===== config.mk =====
export PLATFORM = sky130hd
export DESIGN_NAME = ugnq_div
export DESIGN_NICKNAME = d
export VERILOG_FILES = /design/src/ugnq_div.sv
export SDC_FILE = /design/constraint.sdc
export NUM_CORES = 1
export LEC_CHECK = 0
export BUFFER_PORTS_ARGS = -buffer_cell sky130_fd_sc_hd__buf_2
export CAP_MARGIN = 20
export CORE_ASPECT_RATIO = 2
export CORE_MARGIN = 3
export CORE_UTILIZATION = 25
export DETAILED_ROUTE_END_ITERATION = 16
export SKIP_LAST_GASP = 1
export SYNTH_ARGS = -nofsm -noshare
export SYNTH_HDL_FRONTEND = slang
export SYNTH_SLANG_ARGS = --single-unit

===== constraint.sdc =====
create_clock -name vclk -period 6.6
set_input_delay 0.33 -clock vclk [all_inputs]
set_output_delay 0.33 -clock vclk [all_outputs]
set_load 0.02 [all_outputs]

===== src/ugnq_div.sv =====
// ----------------------------------------------------------------------------
// ugnq_div: reciprocal divider by a constant cell size
// Divides a 17-bit unsigned value by multiplying with a scaled reciprocal.
// ----------------------------------------------------------------------------
module ugnq_div #(
    parameter int DIVISOR = 100
) (
    input  logic [16:0] i_dividend,
    output logic [16:0] o_quotient
);
    // With the shift at 17 plus the ceiling of the divisor's log2, the rounding error of
    // the reciprocal stays below one for every 17-bit dividend.
    localparam int SH = 17 + $clog2(DIVISOR);
    localparam longint unsigned RECIP =
        ((64'd1 << SH) + 64'(DIVISOR) - 64'd1) / 64'(DIVISOR);

    logic [35:0] w_prod;

    assign w_prod     = 36'(i_dividend) * 36'(RECIP);
    assign o_quotient = 17'(w_prod >> SH);
endmodule


==> impl_metrics.yaml <==
finish:
  seq_area_um2: 0
  drive_above_1_share_pct: 6.92
  mostFrequentLayoutCell: "inv_1"
  fillers: 2304
  seq_cells: 0
  fin_area_um2: 5980
  layout.nets: 876
  post-route-util_pct: 27.7
  clock_buffers: 0
  num_antenna_cells: 0
  syn_to_final_growth_pct: 8.49
  final_cell_mix: "inv_1, ha_1, fa_1, buf_2, a21oi_1"
detailed_routing:
  drt_iter0_drc: 125
  wl_per_cell_um: 15.6
  drt_first_pass_iters: 4
  routed_wl_um: 13700
  viasPerCell: 4.40
  ant_nets: 0
  vias: 3874
  drc: 0
floorplan:
  core_um2: 21600
  io_pins: 34
  die-width_um: 111
  initial_utilization_pct: 25.5
  row_count: 76
  die_h_um: 216
  die_area_um2: 24000
placement:
  hpwl_um: 13200
  post_dp_cell_area_um2: 5970
  globalplace.congestion: 0.896
  io_buffers: 28
yosys:
  seq_area_frac_synth_pct: 0
  avgSynthCellArea_um2: 9.51
  synth_area_um2: 5510
  yosysWarnings: 0
  synthDistinctLibCells: 44
  syn_inst: 579
timing:
  finalSetupViolations: 0
  rsz0062_at_grt: "no"
  finalCritPeriodShare_pct: 94.3
  hold_slack_ns: 1.51
  slew_violations: 0
  fmax_ghz: 0.161
  period_minus_slack_ns: 6.22
  fin_setup_tns_ns: 0
  hold_viol_final: 0
grt:
  track_usage_pct: 11.7
  antenna_found_initial: 1
  grt_first_pass_wirelength_um: 22100
  grt_pass1_vias: 4432
  overflow: 0
  grt_max_degree: 10
run:
  max-cap-violations: 0
min_path:
  hold_depth: 7
  min_path_type: "in2out"
  min_from: "i_dividend[16]"
  min_to: "o_quotient[10]"
worst_setup_path:
  crit_path_max_fanout: 7
  crit_path_end_kind: "output pin"
  crit_arrival_ns: 5.89
  worst_ep_required_time_ns: 6.27
  crit_path_start_kind: "input port"
  crit_type: "in2out"
run_status:
  status: "finished, final reports clean"
cts:
  post_cts_buffers: 0
-- cell usage after synthesis, drive strengths merged (2+ instances only) --
cell    instances  share of area (%)
a21o           10                1.4
fa            107                 39
nor2b           3               0.34
a21oi          23                2.3
o21ai           8               0.79
nor3            2               0.18
nor2            8               0.55
nand3           9               0.82
and3            2               0.23
xnor2           6               0.95
nand2          15                1.0
nand4           5               0.57
or2             3               0.39
a31oi           3               0.34
o211ai          4               0.64
a21boi          2               0.27
inv           194                 13
a211oi          2               0.27
buf             6               0.82
ha            143                 32
xor2            4               0.64
o31ai           3               0.41
-- worst max-delay path, stage by stage --
cell	delay, ns
buf_2	0.17
fa_1	0.57
inv_1	0.07
fa_1	0.51
inv_1	0.05
fa_1	0.50
inv_1	0.05
fa_1	0.49
inv_1	0.06
fa_1	0.54
inv_1	0.06
fa_1	0.53
inv_1	0.04
ha_1	0.32
and3_1	0.19
and4_1	0.21
o21ai_2	0.09
a211oi_1	0.11
buf_4	0.17
o31ai_2	0.33
and2b_1	0.20
xnor2_1	0.11
buf_2	0.18
-- metal layers --
layer | vias up | share of wire [%] | GRT usage, %
met2 | 67 | 60 | 25.1
li1 | 1854 | - | -
met5 | - | 0.051 | 0
met4 | 2 | 5.8 | 4.89
met1 | 1917 | 32 | 10.6
met3 | 34 | 2.2 | 0.898
-- per-stage QoR --
| stage | std cells | setup slack, ns |
|---|---|---|
| 5_1_grt | 880 | 0.0731 |
| 3_3_place_gp | 880 | 0.199 |
| 2_1_floorplan | 584 | 0.764 |
| 6_report | 880 | 0.379 |
| 4_1_cts | 880 | 0.178 |
| 3_5_place_dp | 880 | 0.199 |
-- repair_timing --
action / in CTS / in global routing
setup endpoints to repair: 0 / 2
hold buffers: 0 / 0
gates resized for setup: 0 / 1
-- kinds of logic (layout without fill, tap and decap cells) --
group                      count (synthesis)  after routing  synth area share [%]
xor gates and xnor gates                  10             10                  1.59
other                                      1              6                0.0681
buffers and inverters                    201            224                  14.1
adders and majority gates                250            250                  71.4
AOI/OAI and AO/OA                         64             64                  7.86
and+or+nand+nor                           53             53                  5.00
-- worst max-delay path by stage --
stage	to	from	slack [ns]	depth (start not counted)
2_1_floorplan	o_quotient[5]	i_dividend[2]	0.76	20
3_3_place_gp	o_quotient[9]	i_dividend[3]	0.20	23
3_5_place_dp	o_quotient[9]	i_dividend[3]	0.20	23
4_1_cts	o_quotient[9]	i_dividend[3]	0.18	23
5_1_grt	o_quotient[9]	i_dividend[6]	0.07	21
6_report	o_quotient[9]	i_dividend[3]	0.38	23
-- cell type report --
class                           instances  area (µm²)  area share, %
Inverter                              195         733           12.3
Tap cell                              273         342           5.71
Multi-Input combinational cell        383        4750           79.5
Timing Repair Buffer                   29         148           2.47
Power is left out: the tool's default activity adds up to more than one toggle a clock period on the data nets, which glitch-free logic cannot reach.
